==> src/rtl/spdp_pkg.sv <==
// ----------------------------------------------------------------------------
// spdp_pkg
// Shared types and constants for the sensor packet deframe parser.
// ----------------------------------------------------------------------------
package spdp_pkg;

   localparam logic [7:0] SYNC_BYTE = 8'h9A;

   // Default per-type record lengths and parse window
   localparam int unsigned STATIC_TACTILE_COUNT_DEF  = 24;
   localparam int unsigned DYNAMIC_TACTILE_COUNT_DEF = 1;
   localparam int unsigned MAX_DATA_BYTES_DEF        = 60;

   // Fixed value counts for the motion and temperature records
   localparam logic [5:0] MOTION_COUNT = 6'd3;
   localparam logic [5:0] TEMP_COUNT   = 6'd1;

   // Frame positions of the header bytes
   localparam logic [8:0] POS_HUNT   = 9'd0;
   localparam logic [8:0] POS_LENGTH = 9'd3;
   localparam logic [8:0] HDR_BYTES  = 9'd4;

   // Header type nibble range that is understood
   localparam logic [3:0] TYPE_FIRST = 4'h1;
   localparam logic [3:0] TYPE_LAST  = 4'h6;

   typedef enum logic [2:0] {
      KIND_STATIC  = 3'd0,
      KIND_DYNAMIC = 3'd1,
      KIND_ACCEL   = 3'd2,
      KIND_GYRO    = 3'd3,
      KIND_MAGNET  = 3'd4,
      KIND_TEMP    = 3'd5
   } sensor_kind_type;

   typedef enum logic {
      RES_VALUE = 1'b0,
      RES_END   = 1'b1
   } result_kind_type;

   typedef struct packed {
      logic        result_kind;
      logic [2:0]  sensor_kind;
      logic [1:0]  finger_index;
      logic [5:0]  value_index;
      logic [15:0] sample_value;
      logic        dynamic_seen;
      logic        last_of_run;
   } result_type;

   // Result queue depth; input is held off unless two slots are free
   localparam int unsigned RES_DEPTH = 4;

endpackage

==> src/rtl/sensor_packet_deframe_parser_core.sv <==
// ----------------------------------------------------------------------------
// sensor_packet_deframe_parser_core
// Sync-byte framed sensor packet parser: hunts 0x9A, skips check and command
// bytes, takes the length, parses data bytes into records of 16-bit values.
// ----------------------------------------------------------------------------
// Results of an accepted byte are registered in the result queue and shown
//   on rsp_* from its head. Throughput: one byte per cycle while req_stall
//   is low; a byte that causes two results (last value and end marker) still
//   enters whole, and the queue drains one per cycle while rsp_stall is low.
// req_stall rises only while fewer than two result slots are free.
// Reset (synchronous, active high): hunting the sync byte, queue empty.
// ----------------------------------------------------------------------------
module sensor_packet_deframe_parser_core
   import spdp_pkg::*;
#(
   parameter int unsigned STATIC_TACTILE_COUNT  = STATIC_TACTILE_COUNT_DEF,
   parameter int unsigned DYNAMIC_TACTILE_COUNT = DYNAMIC_TACTILE_COUNT_DEF,
   parameter int unsigned MAX_DATA_BYTES        = MAX_DATA_BYTES_DEF
) (
   input  logic        clock,
   input  logic        reset,
   // input byte channel
   input  logic        req_valid,
   output logic        req_stall,
   input  logic [7:0]  req_in_byte,
   // result channel
   output logic        rsp_valid,
   input  logic        rsp_stall,
   output logic        rsp_result_kind,
   output logic [2:0]  rsp_sensor_kind,
   output logic [1:0]  rsp_finger_index,
   output logic [5:0]  rsp_value_index,
   output logic [15:0] rsp_sample_value,
   output logic        rsp_dynamic_seen,
   output logic        rsp_last_of_run
);

   localparam int unsigned PTR_W = $clog2(RES_DEPTH);
   localparam int unsigned CNT_W = $clog2(RES_DEPTH + 1);

   localparam logic [5:0] STATIC_CNT  = 6'(STATIC_TACTILE_COUNT);
   localparam logic [5:0] DYNAMIC_CNT = 6'(DYNAMIC_TACTILE_COUNT);
   localparam logic [8:0] MAX_DATA    = 9'(MAX_DATA_BYTES);

   // ---------------------------------------------------------------------
   // Framing and record state
   // ---------------------------------------------------------------------
   logic [8:0] frame_pos_ff,   frame_pos_in;
   logic [7:0] pay_len_ff,     pay_len_in;
   logic       in_record_ff,   in_record_in;
   logic [2:0] rec_kind_ff,    rec_kind_in;
   logic [1:0] rec_finger_ff,  rec_finger_in;
   logic [5:0] values_done_ff, values_done_in;
   logic       hi_held_ff,     hi_held_in;
   logic [7:0] hi_byte_ff,     hi_byte_in;
   logic       halted_ff,      halted_in;
   logic       dyn_flag_ff,    dyn_flag_in;

   // Result queue
   result_type           res_q_ff [RES_DEPTH];
   logic [PTR_W-1:0]     wr_ptr_ff, wr_ptr_in;
   logic [PTR_W-1:0]     rd_ptr_ff, rd_ptr_in;
   logic [CNT_W-1:0]     count_ff,  count_in;

   logic       accept;
   logic       pop;
   logic       val_emit;
   logic       end_emit;
   result_type value_res;
   result_type end_res;
   result_type slot0;
   result_type slot1;
   logic [1:0] n_push;

   // Record length for the current record kind
   function automatic logic [5:0] kind_count(input logic [2:0] kind);
      logic [5:0] cnt;
      case (kind)
         KIND_STATIC:  cnt = STATIC_CNT;
         KIND_DYNAMIC: cnt = DYNAMIC_CNT;
         KIND_ACCEL,
         KIND_GYRO,
         KIND_MAGNET:  cnt = MOTION_COUNT;
         default:      cnt = TEMP_COUNT;
      endcase
      return cnt;
   endfunction

   // Stall depends only on queue fill: two free slots cover any byte.
   assign req_stall = (count_ff > CNT_W'(RES_DEPTH - 2));
   assign accept    = req_valid & ~req_stall;
   assign rsp_valid = (count_ff != '0);
   assign pop       = rsp_valid & ~rsp_stall;

   // ---------------------------------------------------------------------
   // Per-byte framing and parsing
   // ---------------------------------------------------------------------
   always_comb begin
      logic [8:0] pos_next;
      logic [7:0] len_v;
      logic [5:0] vd_next;

      frame_pos_in   = frame_pos_ff;
      pay_len_in     = pay_len_ff;
      in_record_in   = in_record_ff;
      rec_kind_in    = rec_kind_ff;
      rec_finger_in  = rec_finger_ff;
      values_done_in = values_done_ff;
      hi_held_in     = hi_held_ff;
      hi_byte_in     = hi_byte_ff;
      halted_in      = halted_ff;
      dyn_flag_in    = dyn_flag_ff;
      val_emit       = 1'b0;
      end_emit       = 1'b0;
      pos_next       = frame_pos_ff + 9'd1;
      len_v          = pay_len_ff;
      vd_next        = values_done_ff + 6'd1;

      value_res              = '0;
      value_res.result_kind  = RES_VALUE;
      value_res.sensor_kind  = rec_kind_ff;
      value_res.finger_index = rec_finger_ff;
      value_res.value_index  = values_done_ff;
      value_res.sample_value = {hi_byte_ff, req_in_byte};

      if (accept) begin
         if (frame_pos_ff == POS_HUNT) begin
            if (req_in_byte == SYNC_BYTE) begin
               // new packet: drop any record context
               frame_pos_in   = 9'd1;
               in_record_in   = 1'b0;
               rec_kind_in    = '0;
               rec_finger_in  = '0;
               values_done_in = '0;
               hi_held_in     = 1'b0;
               hi_byte_in     = '0;
               halted_in      = 1'b0;
               dyn_flag_in    = 1'b0;
            end
         end else if (frame_pos_ff < POS_LENGTH) begin
            // check and command bytes are passed over
            frame_pos_in = pos_next;
         end else begin
            if (frame_pos_ff == POS_LENGTH) begin
               len_v      = req_in_byte;
               pay_len_in = req_in_byte;
            end else if ((frame_pos_ff - HDR_BYTES) < MAX_DATA && !halted_ff) begin
               if (!in_record_ff) begin
                  // record header
                  if (req_in_byte[7:4] < TYPE_FIRST || req_in_byte[7:4] > TYPE_LAST) begin
                     halted_in = 1'b1;
                  end else begin
                     rec_kind_in    = 3'(req_in_byte[7:4] - TYPE_FIRST);
                     rec_finger_in  = req_in_byte[3:2];
                     values_done_in = '0;
                     hi_held_in     = 1'b0;
                     hi_byte_in     = '0;
                     in_record_in   = 1'b1;
                     if (3'(req_in_byte[7:4] - TYPE_FIRST) == KIND_DYNAMIC) begin
                        dyn_flag_in = 1'b1;
                     end
                  end
               end else if (!hi_held_ff) begin
                  hi_held_in = 1'b1;
                  hi_byte_in = req_in_byte;
               end else begin
                  // low byte completes a value
                  val_emit   = 1'b1;
                  hi_held_in = 1'b0;
                  hi_byte_in = '0;
                  if (vd_next >= kind_count(rec_kind_ff)) begin
                     in_record_in   = 1'b0;
                     values_done_in = '0;
                  end else begin
                     values_done_in = vd_next;
                  end
               end
            end

            frame_pos_in = pos_next;
            if (pos_next >= ({1'b0, len_v} + HDR_BYTES)) begin
               end_emit       = 1'b1;
               frame_pos_in   = POS_HUNT;
               in_record_in   = 1'b0;
               rec_kind_in    = '0;
               rec_finger_in  = '0;
               values_done_in = '0;
               hi_held_in     = 1'b0;
               hi_byte_in     = '0;
               halted_in      = 1'b0;
               dyn_flag_in    = 1'b0;
            end
         end
      end

      // end marker reports the flag including this byte's header
      end_res              = '0;
      end_res.result_kind  = RES_END;
      end_res.dynamic_seen = dyn_flag_in | (end_emit & dyn_flag_ff)
                             | (end_emit & accept & ~halted_ff & ~in_record_ff
                                & (frame_pos_ff > POS_LENGTH)
                                & ((frame_pos_ff - HDR_BYTES) < MAX_DATA)
                                & (req_in_byte[7:4] == 4'(KIND_DYNAMIC) + TYPE_FIRST));
   end

   // ---------------------------------------------------------------------
   // Slot assembly: value first, then end marker
   // ---------------------------------------------------------------------
   always_comb begin
      slot0 = val_emit ? value_res : end_res;
      slot1 = end_res;
      slot0.last_of_run = ~(val_emit & end_emit);
      slot1.last_of_run = 1'b1;
      n_push = {1'b0, val_emit} + {1'b0, end_emit};
   end

   always_comb begin
      wr_ptr_in = wr_ptr_ff + PTR_W'(n_push);
      rd_ptr_in = pop ? rd_ptr_ff + PTR_W'(1) : rd_ptr_ff;
      count_in  = count_ff + CNT_W'(n_push) - CNT_W'(pop);
   end

   // ---------------------------------------------------------------------
   // Registers
   // ---------------------------------------------------------------------
   always_ff @(posedge clock) begin
      if (reset) begin
         frame_pos_ff   <= POS_HUNT;
         pay_len_ff     <= '0;
         in_record_ff   <= 1'b0;
         rec_kind_ff    <= '0;
         rec_finger_ff  <= '0;
         values_done_ff <= '0;
         hi_held_ff     <= 1'b0;
         hi_byte_ff     <= '0;
         halted_ff      <= 1'b0;
         dyn_flag_ff    <= 1'b0;
         wr_ptr_ff      <= '0;
         rd_ptr_ff      <= '0;
         count_ff       <= '0;
      end else begin
         frame_pos_ff   <= frame_pos_in;
         pay_len_ff     <= pay_len_in;
         in_record_ff   <= in_record_in;
         rec_kind_ff    <= rec_kind_in;
         rec_finger_ff  <= rec_finger_in;
         values_done_ff <= values_done_in;
         hi_held_ff     <= hi_held_in;
         hi_byte_ff     <= hi_byte_in;
         halted_ff      <= halted_in;
         dyn_flag_ff    <= dyn_flag_in;
         wr_ptr_ff      <= wr_ptr_in;
         rd_ptr_ff      <= rd_ptr_in;
         count_ff       <= count_in;
      end
   end

   // Queue payload, no reset needed
   always_ff @(posedge clock) begin
      if (n_push != 2'd0) begin
         res_q_ff[wr_ptr_ff] <= slot0;
      end
      if (n_push == 2'd2) begin
         res_q_ff[wr_ptr_ff + PTR_W'(1)] <= slot1;
      end
   end

   // ---------------------------------------------------------------------
   // Result ports from the queue head
   // ---------------------------------------------------------------------
   always_comb begin
      result_type head;
      head             = res_q_ff[rd_ptr_ff];
      rsp_result_kind  = head.result_kind;
      rsp_sensor_kind  = head.sensor_kind;
      rsp_finger_index = head.finger_index;
      rsp_value_index  = head.value_index;
      rsp_sample_value = head.sample_value;
      rsp_dynamic_seen = head.dynamic_seen;
      rsp_last_of_run  = head.last_of_run;
   end

endmodule

==> config.mk <==
export PLATFORM = sky130hd
export DESIGN_NAME = sensor_packet_deframe_parser_core
export DESIGN_NICKNAME = d
export VERILOG_FILES = /design/src/rtl/spdp_pkg.sv /design/src/rtl/sensor_packet_deframe_parser_core.sv
export SDC_FILE = /design/constraint.sdc
export NUM_CORES = 1
export LEC_CHECK = 0
export ABC_AREA = 1
export ABC_CLOCK_PERIOD_IN_PS = 6050
export BUFFER_PORTS_ARGS = -buffer_cell sky130_fd_sc_hd__buf_2
export CORE_MARGIN = 1.5
export CORE_UTILIZATION = 61
export CTS_CLUSTER_SIZE = 40
export DETAILED_ROUTE_END_ITERATION = 8
export GPL_ROUTABILITY_DRIVEN = 0
export HOLD_SLACK_MARGIN = 0.03
export PLACE_DENSITY = 0.87
export SYNTH_ARGS = -nofsm -noshare
export SYNTH_HDL_FRONTEND = slang
export SYNTH_SLANG_ARGS = --single-unit
==> constraint.sdc <==
create_clock -name clock -period 6.05 [get_ports clock]
set_clock_uncertainty 0.2 [all_clocks]
set_input_delay 0.3025 -clock clock [delete_from_list [all_inputs] [get_ports clock]]
set_output_delay 0.3025 -clock clock [all_outputs]
set_load 0.05 [all_outputs]
Yosys cells after proc, flatten, opt, wreduce, memory -nomap -nowiden
Memory sizes are Yosys's and may differ from the RTL's. A register that Yosys moved wholly into a read port is not among the register bits.
Index checks and enable logic that the tools add are counted.
{"block": "word_totals", "wordCells": 188, "reg_bits": 47, "inputBits": 12, "ram_bits": 120, "n_memories": 1}
{"block": "op_classes", "add_sub_neg": 11, "eq_ne": 15, "order_cmp": 8, "reduce_logical": 17, "n_mux": 104, "n_bitwise": 19}
{"name": "res_q_ff", "depth": 4, "word_bits": 30, "rd": 1, "rd_ports_with_merged_regs": 1, "wr": 2, "line_no": "sensor_packet_deframe_parser_core.sv:60", "rtl": "result_type res_q_ff [RES_DEPTH];"}
{"operator": "$mux W8", "count": 13}
{"operator": "$mux W6", "count": 17}
{"operator": "$mux W1", "count": 50}
{"operator": "$mux W9", "count": 4}
{"operator": "$mux W30", "count": 1}
{"operator": "$mux W3", "count": 8}
{"operator": "$reduce_and A7 Y1", "count": 3}
{"operator": "$mux W2", "count": 10}
{"operator": "$and A1 B1 Y1", "count": 10}
{"operator": "$pmux W5 S2", "count": 1}
{"operator": "$add A8 B3 Y9 const B", "count": 1}
{"operator": "$add A9 B1 Y9 const B", "count": 1}
{"operator": "$eq A9 B2 Y1 const B", "count": 1}
{"operator": "$ge A9 B9 Y1", "count": 1}
{"operator": "$gt A9 B2 Y1 const B", "count": 1}
{"operator": "$logic_not A9 Y1", "count": 1}
{"operator": "$lt A9 B2 Y1 const B", "count": 1}
{"operator": "$lt A9 B6 Y1 const B", "count": 1}
{"operator": "$reduce_bool A3 Y1", "count": 3}
{"operator": "$sub A9 B3 Y9 const B", "count": 1}
{"operator": "$eq A8 B8 Y1 const B", "count": 1}
{"operator": "$not A1 Y1", "count": 7}
{"operator": "$add A6 B1 Y6 const B", "count": 1}
{"operator": "$eq A3 B2 Y1 const B", "count": 2}
{"operator": "other kinds (31)", "count": 34}

Longest topological paths before layout
Gate-level depths: netlist of run 1.
{"block": "logic_depth", "word_depth": 19, "ltp_mapped": 30, "mapped_depth_nobuf": 28}

Worst setup path after synthesis of run 1
No wires, ideal clock.
{"block": "synth_timing", "path_type": "flip-flop to flip-flop", "from": "reg frame_pos_ff[2]", "to": "reg count_ff[2]", "arrival_time_ns": 4.203, "setup_ns": 0.120, "stages_incl_launch_ff": 25, "n_path_buf": 1, "required_time_ns": 5.730, "path_slack_ns": 1.527, "period_less_slack_ns": 4.523, "cell_sequence": "dfxtp_1 > inv_1 > ha_1 > nand3_2 > nor2_8 > clkbuf_1 > o21ai_0 > nor2_1 > nand2_1 > xor2_1 > ha_1 > nand2_1 > nor2_1 > a211oi_2 > nand2_4 > inv_4 > nor2_2 > ha_1 > inv_1 > ha_1 > inv_1 > ha_1 > fa_1 > o21ai_0 > a21oi_1"}
{"block": "synth_between", "elab_chain_len": 14}
{"element": "start, declared", "line_no": "sensor_packet_deframe_parser_core.sv:48", "rtl": "logic [8:0] frame_pos_ff, frame_pos_in;"}
{"element": "start signal, assigned", "line_no": "sensor_packet_deframe_parser_core.sv:242", "rtl": "frame_pos_ff <= frame_pos_in;"}
{"element": "$eq A9 B2 Y1", "line_no": "sensor_packet_deframe_parser_core.sv:144", "rtl": "if (frame_pos_ff == POS_LENGTH) begin"}
{"element": "$mux W8"}
{"element": "$mux W8", "line_no": "sensor_packet_deframe_parser_core.sv:140", "rtl": "end else if (frame_pos_ff < POS_LENGTH) begin"}
{"element": "$mux W8", "line_no": "sensor_packet_deframe_parser_core.sv:127", "rtl": "if (frame_pos_ff == POS_HUNT) begin"}
{"element": "$mux W8", "line_no": "sensor_packet_deframe_parser_core.sv:126", "rtl": "if (accept) begin"}
{"element": "$add A8 B3 Y9", "line_no": "sensor_packet_deframe_parser_core.sv:181", "rtl": "if (pos_next >= ({1'b0, len_v} + HDR_BYTES)) begin"}
{"element": "$ge A9 B9 Y1", "line_no": "sensor_packet_deframe_parser_core.sv:181"}
{"element": "$mux W1", "line_no": "sensor_packet_deframe_parser_core.sv:181"}
{"element": "$mux W1", "line_no": "sensor_packet_deframe_parser_core.sv:140"}
{"element": "$mux W1", "line_no": "sensor_packet_deframe_parser_core.sv:127"}
{"element": "$mux W1", "line_no": "sensor_packet_deframe_parser_core.sv:126"}
{"element": "$add A1 B1 Y2 *", "line_no": "sensor_packet_deframe_parser_core.sv:214", "rtl": "n_push = {1'b0, val_emit} + {1'b0, end_emit};"}
{"element": "$add A3 B2 Y3 *", "line_no": "sensor_packet_deframe_parser_core.sv:220", "rtl": "count_in = count_ff + CNT_W'(n_push) - CNT_W'(pop);"}
{"element": "$sub A3 B1 Y3 *", "line_no": "sensor_packet_deframe_parser_core.sv:220"}
{"element": "end signal, assigned", "line_no": "sensor_packet_deframe_parser_core.sv:254", "rtl": "count_ff <= count_in;"}
{"element": "end, declared", "line_no": "sensor_packet_deframe_parser_core.sv:63", "rtl": "logic [CNT_W-1:0] count_ff, count_in;"}
Every way passes the cells marked *; elsewhere a longest branch is shown, timed or not. The select of a mux whose other input is x is not followed.
A chain may end at the register's enable or synchronous reset.

==> results.sh, run 1 <==
export IMPL_status="finished clean"
export IMPL_setup_viol=0
export IMPL_synth_seq_cells=169
export IMPL_holdWs_ns=0.0569
export IMPL_vias=7731
export IMPL_ir_worst_vdd_v=0.000164
export IMPL_max_slew_margin_pct=31.3
export IMPL_detail_route_vias_per_cell=5.96
export IMPL_cp_top_family="simple AND/OR/NAND/NOR gates"
export IMPL_fin_crit_ns=5.43
export IMPL_cts_htree_levels=4
export IMPL_synth_top_area_cell="dfxtp_1"
export IMPL_hold_class="in2reg"
export IMPL_hold_violations=0
export IMPL_synth_common_cells="nand2_1, o21ai_0, dfxtp_1"
export IMPL_whs_path_depth=3
export IMPL_grt_overflow_total=0
export IMPL_core_region_area_mm2=0.0128
export IMPL_syn_area_per_cell_um2=7.37
export IMPL_crit_required_ns=6.15
export IMPL_wl_mm=21.3
export IMPL_fin_nets=1153
export IMPL_dr_pass1_iters=7
export IMPL_switchingPower_mw=1.38
export IMPL_end_kind="flip-flop"
export IMPL_crit_buf_inv=4
export IMPL_cts_buffer_depth=2
export IMPL_finalMaxSlewViolations=0
export IMPL_utilization_pct=69.9
export IMPL_dp_hpwl_mm=13.3
export IMPL_syn_inst=1097
export IMPL_final_cells=1297
export IMPL_syn_cell_area_mm2=0.00808
export IMPL_antenna_found_initial=0
export IMPL_swShare_pct=39.8
export IMPL_rows=41
export IMPL_crit_path_max_incr_delay_ns=0.81
export IMPL_cap_violations=0
export IMPL_static_leakage_power_nw=3.60
export IMPL_clockPowerShare_pct=32.1
export IMPL_place_port_buffers=43
export IMPL_dieHeight_um=118
export IMPL_crit_cells=24
export IMPL_yosysSeqAreaShare_pct=42.4
export IMPL_seqPwrFrac_pct=34.6
export IMPL_period_share_pct=89.7
export IMPL_wl_per_cell_um=16.4
export IMPL_die_area_mm2=0.0139
export IMPL_rsz0062_at_grt="no"
export IMPL_ys_async_sr_fraction_pct=0
export IMPL_crit_top_cell="nand2_1"
export IMPL_finalInstanceArea_mm2=0.00893
export IMPL_power_density_mw_per_mm2=389
export IMPL_arrival_ns=5.53
export IMPL_grt_pass1_vias=7270
export IMPL_cts_root_buf="clkbuf_16"
export IMPL_io_pins=44
export IMPL_synth_edff_count=4
export IMPL_path_max_fanout=27
export IMPL_slowest_stage="clkinv_1"
export IMPL_synth_area_top_cells="dfxtp_1, o21ai_0, nand2_1"
export IMPL_dpl_cell_area_mm2=0.00832
export IMPL_worst_pin_slew_ns=1.02
export IMPL_cts_inserted_buffers=17
export IMPL_path_cells="ha_1 > nand3_2 > nor2_8 > nand2_1 > o21ai_0 > nand2_1 > nor2_1 > nand2_1 > xor2_1 > ha_1 > nand2_1 > nor2_1 > a211oi_2 > nand2_4 > inv_4 > nor2_2 > inv_1 > ha_1 > nor3_1 > inv_1 > nand2_1 > clkinv_1 > nand2_1 > o21ai_0"
export IMPL_max_freq_mhz=184
export IMPL_synth_nets=1138
export IMPL_fillCellCount=995
export IMPL_clk_latency_ns=0.43
export IMPL_intPower_mw=2.09
export IMPL_grt_max_degree=61
export IMPL_synth_top_area_share_pct=40.9
export IMPL_ys_flop_type="dfxtp_1"
export IMPL_reg2regPathDepth=24
export IMPL_start_util_pct=63.3
export IMPL_cts_clk_slew_worst_paths_ns=0.07
export IMPL_ys_warn_count=0
export IMPL_grt_pass1_wl_mm=35.1
export IMPL_dpl_cell_count=1264
export IMPL_startpoint_type="flip-flop"
export IMPL_worstSetupPathType="reg2reg"
export IMPL_n_antenna_cell=0
export IMPL_drc=0
export IMPL_drive_gt1_share_pct=11.6
export IMPL_numClockSinks=169
export IMPL_antenna_left=0
export IMPL_drt_iter0_drc=923
export IMPL_setup_tns_ns=0
export IMPL_cts_tree="built"
export IMPL_syn2layout_area_growth_pct=10.6
export IMPL_grt_usage_pct=31.2
export IMPL_synth_distinct_cells=47
export IMPL_die_x_um=118
export IMPL_pwr_share_comb_pct=33.3
export IMPL_synth_most_common_cell="nand2_1"
export IMPL_reg2reg_slack_ns=0.62
[worst paths after layout]
check / start / end
worst max-delay path: frame_pos_ff[0]$_SDFFE_PP0P_ / res_q_ff[1][25]$_SDFFE_PP0P_
worst max register to register: frame_pos_ff[0]$_SDFFE_PP0P_ / res_q_ff[1][25]$_SDFFE_PP0P_
worst min register to register: res_q_ff[2][26]$_SDFFE_PP0P_ / res_q_ff[2][26]$_SDFFE_PP0P_
worst min-delay path: req_in_byte[0] / res_q_ff[0][2]$_SDFFE_PP0P_
[worst register-to-register path, delay by kind of cell (launching register included)]
kind / cells / cell delay (ns)
AO/OA/AOI/OAI: 3 / 0.39
buffers and inverters: 4 / 1.07
flip-flops: 1 / 0.40
XOR/XNOR: 1 / 0.16
adder cells (fa/ha/maj): 3 / 0.83
AND/OR/NAND/NOR: 13 / 2.25
[sequential cells by signal, indices dropped and copies added, names as in the netlist, named ones only]
register,flops
res_q_ff,120
frame_pos_ff,9
hi_byte_ff,8
pay_len_ff,8
values_done_ff,6
count_ff,3
rec_kind_ff,3
rd_ptr_ff,2
rec_finger_ff,2
wr_ptr_ff,2
dyn_flag_ff,1
halted_ff,1
hi_held_ff,1
in_record_ff,1
[cells in the final DEF (no fill, tap or decap), types with 2 or more instances in the layout]
cell type	synthesis	routed
a211oi_1	6	6
a21oi_1	30	30
a21oi_2	8	8
buf_2	1	43
buf_4	0	9
bufinv_16	0	2
clkbuf_16	0	17
clkbuf_8	0	3
clkinv_1	4	3
clkinvlp_4	0	4
dfxtp_1	165	164
edfxtp_1	4	4
ha_1	28	28
inv_1	80	80
inv_2	4	4
inv_4	2	2
inv_6	0	4
nand2_1	226	226
nand2_2	7	7
nand2_4	3	3
nand3_1	51	51
nand3_2	4	4
nand4_1	18	18
nand4_2	2	2
nor2_1	112	112
nor2_2	3	3
nor2_4	5	5
nor3_1	16	16
o21ai_0	187	187
o21ai_1	14	14
o21ai_2	2	2
o22ai_1	29	29
xnor2_1	4	4
xor2_1	11	11
[power by group through the flow]
stage | logic (mW) | registers, mW | clock network [mW]
after floorplan | 0.919 | 1.21 | 0
after global placement | 1.11 | 1.22 | 0
after detailed placement | 1.13 | 1.23 | 0
after CTS | 1.14 | 1.20 | 1.12
after global routing | 1.25 | 1.21 | 1.16
final | 1.16 | 1.20 | 1.11
[metal layers]
layer  global-route usage [%]  routed length, um
met5                        0                  0
met4                     15.7                567
met3                     5.23               1790
met2                     52.3              10200
met1                     38.7               8670
[logic make-up after synthesis]
logic type / count (synthesis) / share of synthesized area (%)
xor gates and xnor gates: 15 / 1.63
AOI/OAI and AO/OA: 283 / 18.9
and+or+nand+nor: 454 / 25.0
DFF: 169 / 42.4
buffers and inverters: 147 / 7.51
adders and majority gates: 29 / 4.58
[timing repair]
item	in CTS	in global routing
buffers inserted	0	0
hold buffers	1	0
endpoints found under the hold margin	2	0
gates resized for setup	0	1
endpoints found under the setup margin	0	2
[layout make-up]
type / instances / area [um2] / area share, %
multi-input combinational: 781 / 4050 / 45.3
sequential: 169 / 3420 / 38.3
clock buffer: 21 / 470 / 5.27
inverter: 90 / 347 / 3.88
timing repair buffer: 53 / 293 / 3.28
tap: 172 / 215 / 2.41
clock inverter: 11 / 134 / 1.50
[metrics by stage]
stage	total power, mW	setup slack, ns
CTS	3.46	0.586
floorplan	2.13	1.53
global route	3.62	0.00670
global placement	2.33	1.08
finish	3.47	0.622
detailed placement	2.35	0.805
Note: power is estimated with default switching activity, not from simulation.
==> run 2, diff against run 1 <==
--- a/config.mk
+++ b/config.mk
@@ -5,16 +5,15 @@
 export SDC_FILE = /design/constraint.sdc
 export NUM_CORES = 1
 export LEC_CHECK = 0
-export ABC_AREA = 1
 export ABC_CLOCK_PERIOD_IN_PS = 6050
 export BUFFER_PORTS_ARGS = -buffer_cell sky130_fd_sc_hd__buf_2
 export CORE_MARGIN = 1.5
-export CORE_UTILIZATION = 61
+export CORE_UTILIZATION = 35
 export CTS_CLUSTER_SIZE = 40
 export DETAILED_ROUTE_END_ITERATION = 8
 export GPL_ROUTABILITY_DRIVEN = 0
 export HOLD_SLACK_MARGIN = 0.03
-export PLACE_DENSITY = 0.87
+export PLACE_DENSITY = 0.58
 export SYNTH_ARGS = -nofsm -noshare
 export SYNTH_HDL_FRONTEND = slang
 export SYNTH_SLANG_ARGS = --single-unit
==> run 2 against run 1 <==
Net effect:
- sequential share of layout area grew 0.67 points
- critical path depth fell by 5
- fmax decreased by 1.6%
- highest routed layer unchanged
- clock power is essentially flat
- wire length fell by 12%
- utilization fell by 30 points
==> results.sh, run 2 <==
export IMPL_cts_root_buf="clkbuf_16"
export IMPL_wl_per_cell_um=17.9
export IMPL_period_share_pct=91.2
export IMPL_ir_worst_vdd_v=0.000166
export IMPL_final_common_cell="dfxtp_1"
export IMPL_syn_cell_area_mm2=0.00777
export IMPL_ys_async_sr_fraction_pct=0
export IMPL_drt_iter0_drc=296
export IMPL_setup_tns_ns=0
export IMPL_start_util_pct=35.6
export IMPL_layout_common_cells="dfxtp_1, a22o_1, buf_2, nor2_1, inv_1"
export IMPL_hold_class="in2reg"
export IMPL_yosysSeqAreaShare_pct=44.1
export IMPL_holdWs_ns=0.0556
export IMPL_r2r_start="frame_pos_ff[5]$_SDFFE_PP0P_"
export IMPL_synth_area_top_cells="dfxtp_1, a22o_1, mux4_2"
export IMPL_hold_violations=0
export IMPL_reg2regPathDepth=19
export IMPL_fin_crit_ns=5.52
export IMPL_cap_violations=0
export IMPL_path_max_fanout=15
export IMPL_syn_inst=732
export IMPL_antenna_found_initial=0
export IMPL_drc=0
export IMPL_cts_resized_gates=0
export IMPL_grt_overflow_total=0
export IMPL_grt_max_degree=51
export IMPL_ys_flop_type="dfxtp_1"
export IMPL_reg2reg_slack_ns=0.53
export IMPL_path_cells="or3_4 > nor3_1 > nand3_1 > mux2i_1 > nor3_1 > nand2_1 > xor2_1 > ha_1 > a21o_1 > a21oi_1 > o21ai_0 > a21o_1 > and2_1 > ha_1 > and2_1 > nand2_1 > a21boi_2 > buf_4 > a22o_1"
export IMPL_top_regs="res_q_ff (120), frame_pos_ff (9)"
export IMPL_syn2layout_area_growth_pct=13.1
export IMPL_final_cells=1046
export IMPL_status="finished clean"
export IMPL_cts_inserted_buffers=17
export IMPL_dr_pass1_iters=4
export IMPL_max_freq_mhz=181
export IMPL_crit_path_max_incr_delay_ns=0.54
export IMPL_die_area_mm2=0.0231
export IMPL_dpl_worst_slack_ns=0.568
export IMPL_cts_tree="built"
export IMPL_met3_length_um=569
export IMPL_dieHeight_um=152
export IMPL_arrival_ns=5.69
export IMPL_fin_nets=794
export IMPL_cts_buffer_depth=2
export IMPL_crit_cells=19
export IMPL_slowest_stage="a21boi_2"
export IMPL_power_density_mw_per_mm2=284
export IMPL_total_power_mw=2.50
export IMPL_die_x_um=152
export IMPL_max_slew_margin_pct=34.1
export IMPL_dp_hpwl_mm=12.3
export IMPL_startpoint_type="flip-flop"
export IMPL_drive_gt1_share_pct=20.5
export IMPL_rows=54
export IMPL_largest_reg_flops=120
export IMPL_cts_setup_buffers=0
export IMPL_crit_start="frame_pos_ff[5]$_SDFFE_PP0P_"
export IMPL_grt_pass1_wl_mm=31.3
export IMPL_highest_layer="met4"
export IMPL_detail_route_vias_per_cell=5.39
export IMPL_worst_pin_slew_ns=0.979
export IMPL_cp_top_family="simple AND/OR/NAND/NOR gates"
export IMPL_dpl_cell_count=1013
export IMPL_largest_register="res_q_ff"
export IMPL_synth_edff_count=4
export IMPL_vias=5640
export IMPL_setup_slack_ns=0.532
export IMPL_utilization_pct=40.2
export IMPL_grt_usage_pct=16.9
export IMPL_core_region_area_mm2=0.0218
export IMPL_synth_seq_cells=169
export IMPL_finalMaxSlewViolations=0
export IMPL_grt_pass1_vias=5776
export IMPL_finalInstanceArea_mm2=0.00878
export IMPL_met2_wirelength_mm=8.91
export IMPL_ys_warn_count=0
export IMPL_end_kind="flip-flop"
export IMPL_dpl_cell_area_mm2=0.00819
export IMPL_synth_nets=773
export IMPL_met1_length_mm=9.06
export IMPL_n_antenna_cell=0
export IMPL_numClockSinks=169
export IMPL_synth_distinct_cells=70
export IMPL_syn_area_per_cell_um2=10.6
export IMPL_synth_common_cells="dfxtp_1, a22o_1, nor2_1"
export IMPL_synth_top_area_cell="dfxtp_1"
export IMPL_cts_clk_slew_worst_paths_ns=0.07
export IMPL_wl_mm=18.8
export IMPL_r2r_end="res_q_ff[2][25]$_SDFFE_PP0P_"
export IMPL_crit_required_ns=6.22
export IMPL_synth_most_common_cell="dfxtp_1"
export IMPL_crit_buf_inv=1
export IMPL_place_port_buffers=43
export IMPL_clk_latency_ns=0.43
export IMPL_worstSetupPathType="reg2reg"
export IMPL_io_pins=44
export IMPL_antenna_left=0
export IMPL_synth_top_area_share_pct=42.5
export IMPL_setup_viol=0
export IMPL_ctsHoldBuffers=1
export IMPL_static_leakage_power_nw=3.51
export IMPL_endpoint="res_q_ff[2][25]$_SDFFE_PP0P_"
export IMPL_rsz0062_at_grt="no"
export IMPL_cts_htree_levels=4
-- run 2: worst reg2reg max path, delay by kind of cell, from the launching register on --
family	cells	cell delay (ns)
flops	1	0.40
buf+inv	1	0.35
xor+xnor	1	0.16
compound gates	6	1.41
simple gates	8	2.03
mux	1	0.27
fa+ha+maj	2	0.63
-- run 2: cell families (layout without fill, tap and decap cells) --
group                    count (synthesis)  in the layout  synth area share, %
AO/OA/AOI/OAI                          214            214                 21.2
flip-flops                             169            169                 44.1
AND/OR/NAND/NOR                        167            167                 12.2
buffers and inverters                   90            124                 5.09
multiplexers                            41             41                 10.1
adder cells (fa/ha/maj)                 29             29                 4.77
XOR/XNOR                                22             22                 2.48
-- run 2: worst min-delay path by stage --
stage | depth (start not counted) | start | end | slack (ns)
6_report | 3 | req_in_byte[1] | hi_byte_ff[1]$_SDFFE_PP0P_ | 0.06
4_1_cts | 3 | req_in_byte[7] | hi_byte_ff[7]$_SDFFE_PP0P_ | 0.04
3_3_place_gp | 2 | pay_len_ff[0]$_SDFFE_PP0P_ | pay_len_ff[0]$_SDFFE_PP0P_ | 0.24
2_1_floorplan | 1 | req_in_byte[0] | res_q_ff[0][2]$_SDFFE_PP0P_ | 0.23
5_1_grt | 3 | req_in_byte[7] | hi_byte_ff[7]$_SDFFE_PP0P_ | 0.06
3_5_place_dp | 2 | pay_len_ff[0]$_SDFFE_PP0P_ | pay_len_ff[0]$_SDFFE_PP0P_ | 0.25
-- run 2: where the power goes --
group	switching (mW)	internal [mW]	total, mW	leakage (nW)
combinational	0.160	0.105	0.265	1.87
clock	0.484	0.603	1.09	0.289
sequential	0.00983	1.13	1.14	1.36
total	0.654	1.84	2.50	3.51
-- run 2: cell type report --
cell class              count  area [um2]
clock buffers              19         454
clock inverters            13         130
fillers                  2123       13000
inverters                  35         131
multi-input cells         473        3960
flip-flops and latches    169        3420
well taps                 280         350
repair buffers             57         335
-- run 2: metal layers --
layer,up-vias,global-route usage (%)
met5,-,0
met2,79,27.5
li1,2783,-
met4,0,4.76
met1,2762,22.5
met3,16,3.82
